==> src/rtl/tcsr_pkg.sv <==
`timescale 1ns / 1ps
package tcsr_pkg;

  typedef enum logic [1:0] {
    PH_IDLE   = 2'd0,
    PH_FIRST  = 2'd1,
    PH_SECOND = 2'd2
  } walk_e;

  typedef enum logic [3:0] {
    ST_IDLE,
    ST_LOAD,
    ST_DIV_LONG,
    ST_UP_START,
    ST_DIV_UP,
    ST_MUL_U,
    ST_ADD_U,
    ST_MUL_L,
    ST_ADD_L,
    ST_SPAN,
    ST_OUT
  } state_e;

  localparam logic KIND_LOAD = 1'b0;
  localparam logic KIND_STEP = 1'b1;

  localparam int unsigned SlopeW = 32;
  localparam int unsigned ColW   = 13;

endpackage

==> src/rtl/tcsr_div.sv <==
`timescale 1ns / 1ps
module tcsr_div (
  input  logic                clk_i,
  input  logic                rst_ni,
  input  logic                start_i,
  input  logic signed [15:0]  x0_i,
  input  logic signed [15:0]  y0_i,
  input  logic signed [15:0]  x1_i,
  input  logic signed [15:0]  y1_i,
  output logic                done_o,
  output logic signed [31:0]  slope_o
);
  import tcsr_pkg::*;

  logic        busy_q, busy_d;
  logic        done_q, done_d;
  logic [4:0]  cnt_q, cnt_d;
  logic [16:0] rem_q, rem_d;
  logic [31:0] num_q, num_d;
  logic [16:0] dx_q, dx_d;
  logic        neg_q, neg_d;
  logic        zero_q, zero_d;

  logic signed [16:0] dx_in, dy_in, mag;
  logic [16:0] rem_sh;
  logic        fits;

  // dx is never negative: vertices are sorted by x
  always_comb begin
    dx_in  = 17'(x1_i) - 17'(x0_i);
    dy_in  = 17'(y1_i) - 17'(y0_i);
    mag    = dy_in[16] ? -dy_in : dy_in;
    rem_sh = {rem_q[15:0], num_q[31]};
    fits   = rem_sh >= dx_q;
  end

  always_comb begin
    busy_d = busy_q;
    done_d = 1'b0;
    cnt_d  = cnt_q;
    rem_d  = rem_q;
    num_d  = num_q;
    dx_d   = dx_q;
    neg_d  = neg_q;
    zero_d = zero_q;
    if (start_i) begin
      busy_d = 1'b1;
      cnt_d  = '0;
      rem_d  = '0;
      num_d  = {mag[15:0], 16'h0000};
      dx_d   = dx_in;
      neg_d  = dy_in[16];
      zero_d = (dx_in == '0);
    end else if (busy_q) begin
      rem_d = fits ? (rem_sh - dx_q) : rem_sh;
      num_d = {num_q[30:0], fits};
      cnt_d = cnt_q + 5'd1;
      if (cnt_q == 5'd31) begin
        busy_d = 1'b0;
        done_d = 1'b1;
      end
    end
  end

  always_ff @(posedge clk_i or negedge rst_ni) begin
    if (!rst_ni) begin
      busy_q <= 1'b0;
      done_q <= 1'b0;
      cnt_q  <= '0;
    end else begin
      busy_q <= busy_d;
      done_q <= done_d;
      cnt_q  <= cnt_d;
    end
  end

  always_ff @(posedge clk_i) begin
    rem_q  <= rem_d;
    num_q  <= num_d;
    dx_q   <= dx_d;
    neg_q  <= neg_d;
    zero_q <= zero_d;
  end

  // sign and saturate to Q16.16; a zero dx gives a zero slope
  always_comb begin
    if (zero_q) begin
      slope_o = '0;
    end else if (!neg_q) begin
      slope_o = num_q[31] ? 32'sh7FFF_FFFF : signed'(num_q);
    end else begin
      slope_o = (num_q > 32'h8000_0000) ? 32'sh8000_0000 : signed'(-num_q);
    end
  end

  assign done_o = done_q;

endmodule

==> src/rtl/triangle_column_span_rasterizer_core.sv <==
`timescale 1ns / 1ps
// Column-span triangle rasterizer.
// Input channel (in_valid_i/in_ready_o): kind_i = 0 loads three Q12.4
// vertices and a fill color, kind_i = 1 requests the next column span.
// Output channel (out_valid_o/out_ready_i): one span per step request,
// none per load. Spans of a triangle come left to right; the center column
// appears twice, once per half. span_last_o marks the final span; a step
// request with no triangle in progress returns an empty span with
// span_last_o set.
// Timing: a load runs two slope divisions in one shared restoring
// divider, one bit per cycle. A step sends both span rows through one
// shared 14x32 multiplier and one adder. The step that crosses into the
// second half runs the divider once more after its span is registered.
// One request is in flight at a time; in_ready_o is low while it is worked.
// A finished span sits in the output register; if the receiver stalls, a
// following step waits at the end of its work until the register frees.
// Reset clears the control and triangle registers, not the datapath ones;
// the block comes up idle with no triangle loaded.
module triangle_column_span_rasterizer_core #(
  parameter int SCREEN_SIZE = 800
) (
  input  logic               clk_i,
  input  logic               rst_ni,
  input  logic               in_valid_i,
  output logic               in_ready_o,
  input  logic               kind_i,
  input  logic signed [15:0] vertex_a_x_i,
  input  logic signed [15:0] vertex_a_y_i,
  input  logic signed [15:0] vertex_b_x_i,
  input  logic signed [15:0] vertex_b_y_i,
  input  logic signed [15:0] vertex_c_x_i,
  input  logic signed [15:0] vertex_c_y_i,
  input  logic [7:0]         fill_color_i,
  output logic               out_valid_o,
  input  logic               out_ready_i,
  output logic [9:0]         column_o,
  output logic [9:0]         row_top_o,
  output logic [9:0]         row_bottom_o,
  output logic [7:0]         span_color_o,
  output logic               span_empty_o,
  output logic               span_last_o
);
  import tcsr_pkg::*;

  localparam logic signed [ColW-1:0] ScrMax = ColW'(SCREEN_SIZE - 1);
  localparam logic signed [31:0]     ScrLim = 32'(SCREEN_SIZE);

  state_e state_q, state_d;
  walk_e  phase_q, phase_d;

  logic signed [15:0]       vert_q [6];
  logic signed [15:0]       vert_d [6];
  logic signed [ColW-1:0]   ec_q [3];
  logic signed [ColW-1:0]   ec_d [3];
  logic signed [ColW-1:0]   cur_q, cur_d;
  logic signed [SlopeW-1:0] upper_q, upper_d, long_q, long_d;
  logic [7:0]               color_q, color_d;
  logic                     upsel_q, upsel_d;
  logic                     need_div_q, need_div_d;
  logic signed [47:0]       prod_q, prod_d;
  logic signed [31:0]       row_u_q, row_u_d, row_l_q, row_l_d;

  logic [9:0] res_col_q, res_col_d, res_top_q, res_top_d, res_bot_q, res_bot_d;
  logic       res_empty_q, res_empty_d, res_last_q, res_last_d;

  logic       out_valid_q, out_valid_d;
  logic [9:0] out_col_q, out_top_q, out_bot_q;
  logic [7:0] out_color_q;
  logic       out_empty_q, out_last_q;
  logic       out_load;

  logic in_acc;
  logic div_start, div_done;
  logic signed [15:0] dx0, dy0, dx1, dy1;
  logic signed [31:0] div_slope;

  // sort network and rounding
  logic signed [15:0] s [6];
  logic signed [15:0] t0, t1;
  logic signed [ColW-1:0] rc [3];

  function automatic logic signed [ColW-1:0] round_q4(input logic signed [15:0] v);
    logic [16:0] m;
    m = v[15] ? 17'(-17'(v)) : 17'(v);
    m = (m + 17'd8) >> 4;
    return v[15] ? -ColW'(m) : ColW'(m);
  endfunction

  function automatic logic signed [ColW-1:0] max0(input logic signed [ColW-1:0] v);
    return v[ColW-1] ? '0 : v;
  endfunction

  function automatic logic signed [ColW-1:0] minscr(input logic signed [ColW-1:0] v);
    return (v > ScrMax) ? ScrMax : v;
  endfunction

  always_comb begin
    t0 = '0;
    t1 = '0;
    s[0] = vertex_a_x_i; s[1] = vertex_a_y_i;
    s[2] = vertex_b_x_i; s[3] = vertex_b_y_i;
    s[4] = vertex_c_x_i; s[5] = vertex_c_y_i;
    if (s[2] < s[0]) begin
      t0 = s[0]; t1 = s[1]; s[0] = s[2]; s[1] = s[3]; s[2] = t0; s[3] = t1;
    end
    if (s[4] < s[2]) begin
      t0 = s[2]; t1 = s[3]; s[2] = s[4]; s[3] = s[5]; s[4] = t0; s[5] = t1;
    end
    if (s[2] < s[0]) begin
      t0 = s[0]; t1 = s[1]; s[0] = s[2]; s[1] = s[3]; s[2] = t0; s[3] = t1;
    end
    rc[0] = round_q4(s[0]);
    rc[1] = round_q4(s[2]);
    rc[2] = round_q4(s[4]);
  end

  // divider operands: long edge on load, else the selected short edge
  always_comb begin
    div_start = (state_q == ST_LOAD) || (state_q == ST_UP_START);
    if (state_q == ST_LOAD) begin
      dx0 = vert_q[0]; dy0 = vert_q[1]; dx1 = vert_q[4]; dy1 = vert_q[5];
    end else if (upsel_q) begin
      dx0 = vert_q[2]; dy0 = vert_q[3]; dx1 = vert_q[4]; dy1 = vert_q[5];
    end else begin
      dx0 = vert_q[0]; dy0 = vert_q[1]; dx1 = vert_q[2]; dy1 = vert_q[3];
    end
  end

  tcsr_div u_div (
    .clk_i   (clk_i),
    .rst_ni  (rst_ni),
    .start_i (div_start),
    .x0_i    (dx0),
    .y0_i    (dy0),
    .x1_i    (dx1),
    .y1_i    (dy1),
    .done_o  (div_done),
    .slope_o (div_slope)
  );

  // shared multiply and round datapath
  logic signed [ColW-1:0]   mul_start;
  logic signed [SlopeW-1:0] mul_slope;
  logic signed [13:0]       mul_diff;
  logic signed [15:0]       add_y;
  logic signed [47:0]       acc, acc_mag;
  logic signed [31:0]       rounded;

  always_comb begin
    if (state_q == ST_MUL_U && phase_q == PH_SECOND) begin
      mul_start = ec_q[1];
    end else begin
      mul_start = ec_q[0];
    end
    mul_slope = (state_q == ST_MUL_U) ? upper_q : long_q;
    mul_diff  = 14'(cur_q) - 14'(mul_start);
    add_y     = (state_q == ST_ADD_U && phase_q == PH_SECOND) ? vert_q[3] : vert_q[1];
    acc       = (48'(add_y) <<< 12) + prod_q;
    acc_mag   = acc[47] ? -acc : acc;
    acc_mag   = (acc_mag + 48'sh8000) >>> 16;
    rounded   = acc[47] ? -32'(acc_mag) : 32'(acc_mag);
  end

  // span clip
  logic signed [31:0] lo, hi;
  logic               sp_empty;
  logic signed [13:0] col_nx;
  always_comb begin
    lo = (row_u_q > row_l_q) ? row_l_q : row_u_q;
    hi = (row_u_q > row_l_q) ? row_u_q : row_l_q;
    sp_empty = hi[31] || (lo >= ScrLim);
    if (sp_empty) begin
      lo = '0;
      hi = '0;
    end else begin
      if (lo[31]) lo = '0;
      if (hi > ScrLim - 32'sd1) hi = ScrLim - 32'sd1;
    end
    col_nx = 14'(cur_q) + 14'sd1;
  end

  assign in_ready_o = (state_q == ST_IDLE);
  assign in_acc     = in_valid_i && in_ready_o;
  assign out_load   = (state_q == ST_OUT) && (!out_valid_q || out_ready_i);

  // next state
  always_comb begin
    state_d = state_q;
    case (state_q)
      ST_IDLE: begin
        if (in_acc) begin
          if (kind_i == KIND_LOAD) state_d = ST_LOAD;
          else if (phase_q == PH_IDLE) state_d = ST_OUT;
          else state_d = ST_MUL_U;
        end
      end
      ST_LOAD:     state_d = ST_DIV_LONG;
      ST_DIV_LONG: begin
        if (div_done) begin
          if (max0(ec_q[0]) <= minscr(ec_q[1])) state_d = ST_UP_START;
          else if (max0(ec_q[1]) <= minscr(ec_q[2])) state_d = ST_UP_START;
          else state_d = ST_IDLE;
        end
      end
      ST_UP_START: state_d = ST_DIV_UP;
      ST_DIV_UP:   if (div_done) state_d = ST_IDLE;
      ST_MUL_U:    state_d = ST_ADD_U;
      ST_ADD_U:    state_d = ST_MUL_L;
      ST_MUL_L:    state_d = ST_ADD_L;
      ST_ADD_L:    state_d = ST_SPAN;
      ST_SPAN:     state_d = ST_OUT;
      ST_OUT: begin
        if (out_load) state_d = need_div_q ? ST_UP_START : ST_IDLE;
      end
      default:     state_d = ST_IDLE;
    endcase
  end

  // datapath and walk state updates
  always_comb begin
    phase_d     = phase_q;
    vert_d      = vert_q;
    ec_d        = ec_q;
    cur_d       = cur_q;
    upper_d     = upper_q;
    long_d      = long_q;
    color_d     = color_q;
    upsel_d     = upsel_q;
    need_div_d  = need_div_q;
    prod_d      = prod_q;
    row_u_d     = row_u_q;
    row_l_d     = row_l_q;
    res_col_d   = res_col_q;
    res_top_d   = res_top_q;
    res_bot_d   = res_bot_q;
    res_empty_d = res_empty_q;
    res_last_d  = res_last_q;
    out_valid_d = out_valid_q && !out_ready_i;
    case (state_q)
      ST_IDLE: begin
        if (in_acc) begin
          if (kind_i == KIND_LOAD) begin
            vert_d  = s;
            ec_d    = rc;
            color_d = fill_color_i;
          end else begin
            need_div_d  = 1'b0;
            res_col_d   = '0;
            res_top_d   = '0;
            res_bot_d   = '0;
            res_empty_d = 1'b1;
            res_last_d  = 1'b1;
          end
        end
      end
      ST_DIV_LONG: begin
        if (div_done) begin
          long_d = div_slope;
          if (max0(ec_q[0]) <= minscr(ec_q[1])) begin
            upsel_d = 1'b0;
            cur_d   = max0(ec_q[0]);
            phase_d = PH_FIRST;
          end else if (max0(ec_q[1]) <= minscr(ec_q[2])) begin
            upsel_d = 1'b1;
            cur_d   = max0(ec_q[1]);
            phase_d = PH_SECOND;
          end else begin
            phase_d = PH_IDLE;
          end
        end
      end
      ST_DIV_UP: begin
        if (div_done) upper_d = div_slope;
      end
      ST_MUL_U, ST_MUL_L: prod_d = 48'(mul_diff * mul_slope);
      ST_ADD_U: row_u_d = rounded;
      ST_ADD_L: row_l_d = rounded;
      ST_SPAN: begin
        need_div_d  = 1'b0;
        res_col_d   = cur_q[9:0];
        res_top_d   = lo[9:0];
        res_bot_d   = hi[9:0];
        res_empty_d = sp_empty;
        if (phase_q == PH_FIRST) begin
          if (col_nx <= 14'(minscr(ec_q[1]))) begin
            cur_d = col_nx[ColW-1:0];
          end else if (max0(ec_q[1]) <= minscr(ec_q[2])) begin
            upsel_d    = 1'b1;
            need_div_d = 1'b1;
            cur_d      = max0(ec_q[1]);
            phase_d    = PH_SECOND;
          end else begin
            phase_d = PH_IDLE;
          end
        end else begin
          if (col_nx <= 14'(minscr(ec_q[2]))) cur_d = col_nx[ColW-1:0];
          else phase_d = PH_IDLE;
        end
        res_last_d = 1'b0;
        if (phase_q == PH_FIRST && !(col_nx <= 14'(minscr(ec_q[1])))
            && !(max0(ec_q[1]) <= minscr(ec_q[2]))) res_last_d = 1'b1;
        if (phase_q == PH_SECOND && !(col_nx <= 14'(minscr(ec_q[2]))))
          res_last_d = 1'b1;
      end
      ST_OUT: begin
        if (out_load) out_valid_d = 1'b1;
      end
      default: ;
    endcase
  end

  always_ff @(posedge clk_i or negedge rst_ni) begin
    if (!rst_ni) begin
      state_q     <= ST_IDLE;
      phase_q     <= PH_IDLE;
      out_valid_q <= 1'b0;
      need_div_q  <= 1'b0;
      upsel_q     <= 1'b0;
      cur_q       <= '0;
      upper_q     <= '0;
      long_q      <= '0;
      color_q     <= '0;
      for (int i = 0; i < 6; i++) vert_q[i] <= '0;
      for (int i = 0; i < 3; i++) ec_q[i] <= '0;
    end else begin
      state_q     <= state_d;
      phase_q     <= phase_d;
      out_valid_q <= out_valid_d;
      need_div_q  <= need_div_d;
      upsel_q     <= upsel_d;
      cur_q       <= cur_d;
      upper_q     <= upper_d;
      long_q      <= long_d;
      color_q     <= color_d;
      vert_q      <= vert_d;
      ec_q        <= ec_d;
    end
  end

  always_ff @(posedge clk_i) begin
    prod_q      <= prod_d;
    row_u_q     <= row_u_d;
    row_l_q     <= row_l_d;
    res_col_q   <= res_col_d;
    res_top_q   <= res_top_d;
    res_bot_q   <= res_bot_d;
    res_empty_q <= res_empty_d;
    res_last_q  <= res_last_d;
    if (out_load) begin
      out_col_q   <= res_col_q;
      out_top_q   <= res_top_q;
      out_bot_q   <= res_bot_q;
      out_color_q <= color_q;
      out_empty_q <= res_empty_q;
      out_last_q  <= res_last_q;
    end
  end

  assign out_valid_o  = out_valid_q;
  assign column_o     = out_col_q;
  assign row_top_o    = out_top_q;
  assign row_bottom_o = out_bot_q;
  assign span_color_o = out_color_q;
  assign span_empty_o = out_empty_q;
  assign span_last_o  = out_last_q;

  a_cur_on_screen: assert property (@(posedge clk_i) disable iff (!rst_ni)
    (phase_q != PH_IDLE) |-> (!cur_q[ColW-1] && cur_q <= ScrMax))
    else $error("current column off screen while walking");

  a_empty_rows_zero: assert property (@(posedge clk_i) disable iff (!rst_ni)
    (out_valid_o && span_empty_o) |-> (row_top_o == '0 && row_bottom_o == '0))
    else $error("empty span carries rows");

  a_rows_ordered: assert property (@(posedge clk_i) disable iff (!rst_ni)
    (out_valid_o && !span_empty_o) |-> (row_top_o <= row_bottom_o))
    else $error("span rows out of order");

endmodule

==> config.mk <==
export PLATFORM = sky130hd
export DESIGN_NAME = triangle_column_span_rasterizer_core
export DESIGN_NICKNAME = d
export VERILOG_FILES = /design/src/rtl/tcsr_pkg.sv /design/src/rtl/tcsr_div.sv /design/src/rtl/triangle_column_span_rasterizer_core.sv
export SDC_FILE = /design/constraint.sdc
export NUM_CORES = 2
export LEC_CHECK = 0
export ABC_AREA = 1
export ABC_CLOCK_PERIOD_IN_PS = 14600
export BUFFER_PORTS_ARGS = -buffer_cell sky130_fd_sc_hd__clkbuf_2
export CORE_ASPECT_RATIO = 1.75
export CORE_MARGIN = 2
export CORE_UTILIZATION = 51
export CTS_CLUSTER_DIAMETER = 100
export DETAILED_ROUTE_END_ITERATION = 8
export PLACE_DENSITY_LB_ADDON = 0.05
export SYNTH_ARGS = -nofsm -noshare
export SYNTH_HDL_FRONTEND = slang
export SYNTH_HIERARCHICAL = 1
export SYNTH_SLANG_ARGS = --single-unit
==> constraint.sdc <==
create_clock -name clk_i -period 14.6 [get_ports clk_i]
set_input_delay 4.38 -clock clk_i [delete_from_list [all_inputs] [get_ports clk_i]]
set_output_delay 4.38 -clock clk_i [all_outputs]
set_load 0.05 [all_outputs]
After elaboration in Yosys (flattened, before gate mapping)
Index checks and enable logic that the tools add are counted.
- register bits after elaboration: 487
- input bits: 109
- logic and storage cells: 229
- $add $sub $neg: 21
- multipliers: 1
- magnitude comparators: 14
- equality and inequality tests: 23
- mux-type cells: 97
- bitwise operators: 1
- reduce and logical (&&, ||, !) cells: 31
- operators with widths (cell ; number):
    32-bit two-way mux ; 9
    64-bit two-way mux ; 3
    16-bit two-way mux ; 11
    13-bit two-way mux ; 12
    32-bit negation ; 2
    10-bit two-way mux ; 6
    10-bit one-hot mux with 2 select lines ; 3
    17-bit by 4-bit adder with 17-bit output (second input constant) ; 3
    17-bit two-way mux ; 3
    16-bit negation with 17-bit output ; 3
    28-bit by 48-bit adder with 48-bit output ; 1
    48-bit by 17-bit adder with 48-bit output (second input constant) ; 1
    16-bit < comparator ; 3
    48-bit two-way mux ; 1
    48-bit negation ; 1
    14-bit by 32-bit multiplier with 46-bit output ; 1
    4-bit one-hot mux with 11 select lines ; 1
    13-bit negation ; 3
    16-bit by 16-bit subtractor with 17-bit output ; 2
    32-bit by 11-bit >= comparator with 1-bit output (second input constant) ; 1
    32-bit by 11-bit greater-than comparator with 1-bit output (second input constant) ; 1
    32-bit greater-than comparator ; 1
    32-bit greater-than comparator (second input constant) ; 1
    31-bit two-way mux ; 1
    other kinds (39) ; 114

Depth between registers and ports, before layout
- word-level depth: 11
- gate-level depth with buffers: 65

Hierarchy
Netlist, hierarchy kept.
- by module, submodules not included (module ; times used ; cells each ; area an instance (um2)):
    triangle_column_span_rasterizer_core ; 1 ; 5562 ; 43546.8
    tcsr_div ; 1 ; 1156 ; 7280.7

Worst setup path after synthesis
Ideal clock, no wire load.
- path type: input port to flip-flop
- start point: input port vertex_a_x_i[15]
- end point: register ec_q[38] (netlist name)
- library setup time: 0.118 ns
- arrival: 11.538 ns
- data required time: 14.482 ns
- slack: 2.944 ns
- stages on the path: 51
- path through: inv_1 ha_1 a21oi_1 o21ai_1 nor2_2 nand3_1 nand2_2 clkbuf_1 clkbuf_1 clkbuf_1 clkbuf_1 clkbuf_1 o21ai_0 ha_1 nand4_1 o221a_2 nand2_4 nand2_2 [... 15 more ...] nor2_4 nand2_1 nand2_1 nand2_1 nand2_1 inv_1 ha_1 nand3_1 nor2_1 nand3_1 nand2_1 inv_2 nor2_1 nand3_2 nor2_1 nand3_1 nand3_1 nand2_1
- word-level cells in the longest chain between the ends: 11
- ends and longest elaborated chain (what ; line ; text):
    start: declaration ; triangle_column_span_rasterizer_core.sv:27 ; input logic signed [15:0] vertex_a_x_i,
    16-bit < comparator ; triangle_column_span_rasterizer_core.sv:103 ; if (s[2] < s[0]) begin
    64-bit two-way mux (*) ; triangle_column_span_rasterizer_core.sv:103 ;
    16-bit < comparator ; triangle_column_span_rasterizer_core.sv:106 ; if (s[4] < s[2]) begin
    64-bit two-way mux ; triangle_column_span_rasterizer_core.sv:106 ;
    16-bit < comparator ; triangle_column_span_rasterizer_core.sv:109 ; if (s[2] < s[0]) begin
    64-bit two-way mux (*) ; triangle_column_span_rasterizer_core.sv:109 ;
    16-bit negation with 17-bit output ; triangle_column_span_rasterizer_core.sv:84 ; m = v[15] ? 17'(-17'(v)) : 17'(v);
    17-bit two-way mux ; triangle_column_span_rasterizer_core.sv:84 ;
    17-bit by 4-bit adder with 17-bit output ; triangle_column_span_rasterizer_core.sv:85 ; m = (m + 17'd8) >> 4;
    13-bit negation ; triangle_column_span_rasterizer_core.sv:86 ; return v[15] ? -ColW'(m) : ColW'(m);
    13-bit two-way mux (*) ; triangle_column_span_rasterizer_core.sv:86 ;
    end signal: assignment ; triangle_column_span_rasterizer_core.sv:336 ; ec_q <= ec_d;
    end: declaration ; triangle_column_span_rasterizer_core.sv:53 ; logic signed [ColW-1:0] ec_q [3];
Every way passes the cells marked *; elsewhere a longest branch is shown, timed or not.
A chain may end at the register's enable or synchronous reset.

Worst setup path after layout
- start point: register state_q[2]
- end point: register prod_q[45] (data pin)
- word-level cells in the longest chain between the ends: 5
- elaborated cells on any way between the ends: 6
- those cells by class: add/sub: 1; mul: 1; eq/ne: 1; mux: 2; reduce/logical: 1
- ends and longest elaborated chain (what ; line ; text):
    start: declaration ; triangle_column_span_rasterizer_core.sv:48 ; state_e state_q, state_d;
    start signal: assignment ; triangle_column_span_rasterizer_core.sv:326 ; state_q <= state_d;
    4-bit by 3-bit equality test with 1-bit output (*) ; triangle_column_span_rasterizer_core.sv:150, triangle_column_span_rasterizer_core.sv:155 ;
    1-bit logical AND ; triangle_column_span_rasterizer_core.sv:150 ; if (state_q == ST_MUL_U && phase_q == PH_SECOND) begin
    13-bit two-way mux ; triangle_column_span_rasterizer_core.sv:150 ;
    13-bit by 13-bit subtractor with 14-bit output ; triangle_column_span_rasterizer_core.sv:156 ; mul_diff = 14'(cur_q) - 14'(mul_start);
    14-bit by 32-bit multiplier with 46-bit output (*) ; triangle_column_span_rasterizer_core.sv:275 ; ST_MUL_U, ST_MUL_L: prod_d = 48'(mul_diff * mul_slope);
    end signal: assignment ; triangle_column_span_rasterizer_core.sv:341 ; prod_q <= prod_d;
    end: declaration ; triangle_column_span_rasterizer_core.sv:60 ; logic signed [47:0] prod_q, prod_d;
Marked as above.

==> metrics.cfg <==
[worst_hold_path]
min_from=res_col_q[7]
hold_depth=0
worstHoldPathType=reg2reg
min_to=column_o[7]

[timing]
fmax_mhz=74.6
rsz0062_at_grt=no
fin_crit_ps=13400
setup_violations=0
final-max-slew-violation-count=0
timing.setup.tns_ps=0
skew_ps=59.1
worst_pin_slew_ps=1270
finalCritPeriodShare_pct=91.8
hold_viol=0
slew_headroom_pct=14.4

[worst_setup_path]
critical_path_class=reg2reg
reg2regPathDepth=59
cpMaxStageDelayCell=inv_1
end_kind=register
slowest_delay_ps=760
required_ps=15000
r2r_start=state_q[2]
reg2reg_slack_ps=1200
cp_max_fo=31
critPathLaunch=state_q[2]
worstSetupStartpointType=register
crit_top_cell=nand2_1
crit_arrival_ps=13810
r2r_end=prod_q[45]

[detailed_routing]
drc_errors=0
firstDrtPassIters=5
dr.first_iter.drc_count=1950
vias=44300
drtAntennaViolNets=0
routed_via_density=5.44
wl_um=167000
wl_per_cell_um=20.5

[layout]
layout.nets=7659
mostFrequentLayoutCells=1825 x nand2_1, 1002 x inv_1, 510 x nor2_1
final_common_cell=nand2_1
synthToLayoutAreaGrowth_pct=8.21
design_area_um2=55000
drive_above_1_share_pct=8.26

[cts]
htree_levels=2
path_clk_slew_ps=60
clockBufferDepth=3
numClockSinks=485
cts_tree=done
post_cts_resized=0
ctsRootBufferMaster=clkbuf_16
cts_buffers=52
clk_latency_ps=680
holdBufCountCts=0
cts_setup_buffers=0

[logic_synthesis]
syn_area_um2=50800
synth_top_cell_area_share_pct=16.4
synth.distinct_cells=79
ys.flop_type=dfrtp_1
synth_warnings=6
synth-seq-area-share_pct=25.7
syn_inst=6718
ys_ff_latch=485
synth_edf_count=217
synthTopCellsByArea=fa_1 16%, nand2_1 13%, edfxtp_1 13%, dfrtp_1 12%, ha_1 8.3%
synth.avg_cell_area_um2=7.57
syn_nets=7582
synth_largest_area_cell=fa_1
synthArstFlopShare_pct=48.7

[grt]
first_global_vias=46200
track_usage_pct=32.9
overflow=0
grt_pass1_wl_um=257000
antenna_found_initial=9
grt_max_degree=143

[floorplanning]
rows=153
dieWidth_um=243
die_y_um=422
ios=151
start_util_pct=51.3
die_area_um2=102000
core-area_um2=99200

[placement]
post-dp-hpwl_um=137000
routabilityCongestion=0.997
io_buffers=150
post_dp_cell_area_um2=53100

[run]
maxCapViolCount=0

[status]
status=finished clean

-- kinds of logic (layout without fill, tap and decap cells) --
kind of cell | Yosys count | after routing | synth area share (%)
AND/OR/NAND/NOR | 3003 | 3003 | 25.2
buffers and inverters | 1249 | 1370 | 9.42
flip-flops | 485 | 485 | 25.7
XOR/XNOR | 230 | 230 | 4.07
adder cells (fa/ha/maj) | 755 | 755 | 24.7
other | 0 | 3 | 0
AO/OA/AOI/OAI | 996 | 996 | 10.9
-- metrics by stage --
step	setup WS (ps)	utilization (%)	instances	hold WS, ps
3_5_place_dp	1160	53.5	8058	405
5_1_grt	71.1	55.5	8159	397
3_3_place_gp	1290	53.5	8058	401
6_report	1200	55.5	8159	394
4_1_cts	1130	55.5	8156	385
2_1_floorplan	2940	-	6718	400
-- synthesized netlist by cell type (58+ instances only) --
master    number
xnor2_1       66
nand4_1       66
nand2_1     1828
clkbuf_1     157
nand3_1      333
nand2_2       58
a21oi_1      234
fa_1         416
inv_1       1005
dfrtp_1      236
o21ai_1       77
ha_1         339
edfxtp_1     217
xor2_1       157
o21ai_0      490
nor2_1       515
-- worst max path at each step --
stage | endpoint | slack (ps) | depth (start not counted)
detailed placement | prod_q[45] | 1160 | 59
CTS | prod_q[45] | 1130 | 59
global placement | prod_q[45] | 1290 | 59
finish | prod_q[45] | 1200 | 59
global route | prod_q[45] | 70 | 59
floorplan | ec_q[38] | 2940 | 51
-- per-layer routing --
metal,wire (µm),vias up,track usage [%],part of all wire (%)
li1,-,21600,-,-
met1,53200,21100,29.7,32
met2,90200,1076,63.2,54
met3,6000,612,4.13,3.6
met4,17800,6,29.1,11
met5,43,-,0,0.026
-- registers in the layout, indices dropped and copies added (netlist names), 13 cells and up --
name and cells:
vert_q 96, prod_q 46, ec_q 39, long_q 32, row_l_q 32, row_u_q 32
u_div/num_q 32, upper_q 32, u_div/dx_q 17, u_div/rem_q 16, cur_q 13
-- cell type report --
class | count | area, µm²
diodes | 3 | 7.51
clock buffers | 60 | 1410
clock inverters | 38 | 514
fillers | 9798 | 44200
inverters | 1044 | 3920
multi-input cells | 4984 | 33100
flip-flops and latches | 485 | 13100
well taps | 1317 | 1650
repair buffers | 228 | 1360
-- critical path: cells and delay by family (launching register included) --
family,cells,cell delay (ps)
compound gates,16,3490
xor+xnor,1,90
fa+ha+maj,9,4200
buf+inv,9,1380
flops,1,380
simple gates,24,3570
Power is left out: the tool's default activity adds up to more than one toggle a clock period on the data nets, which glitch-free logic cannot reach.
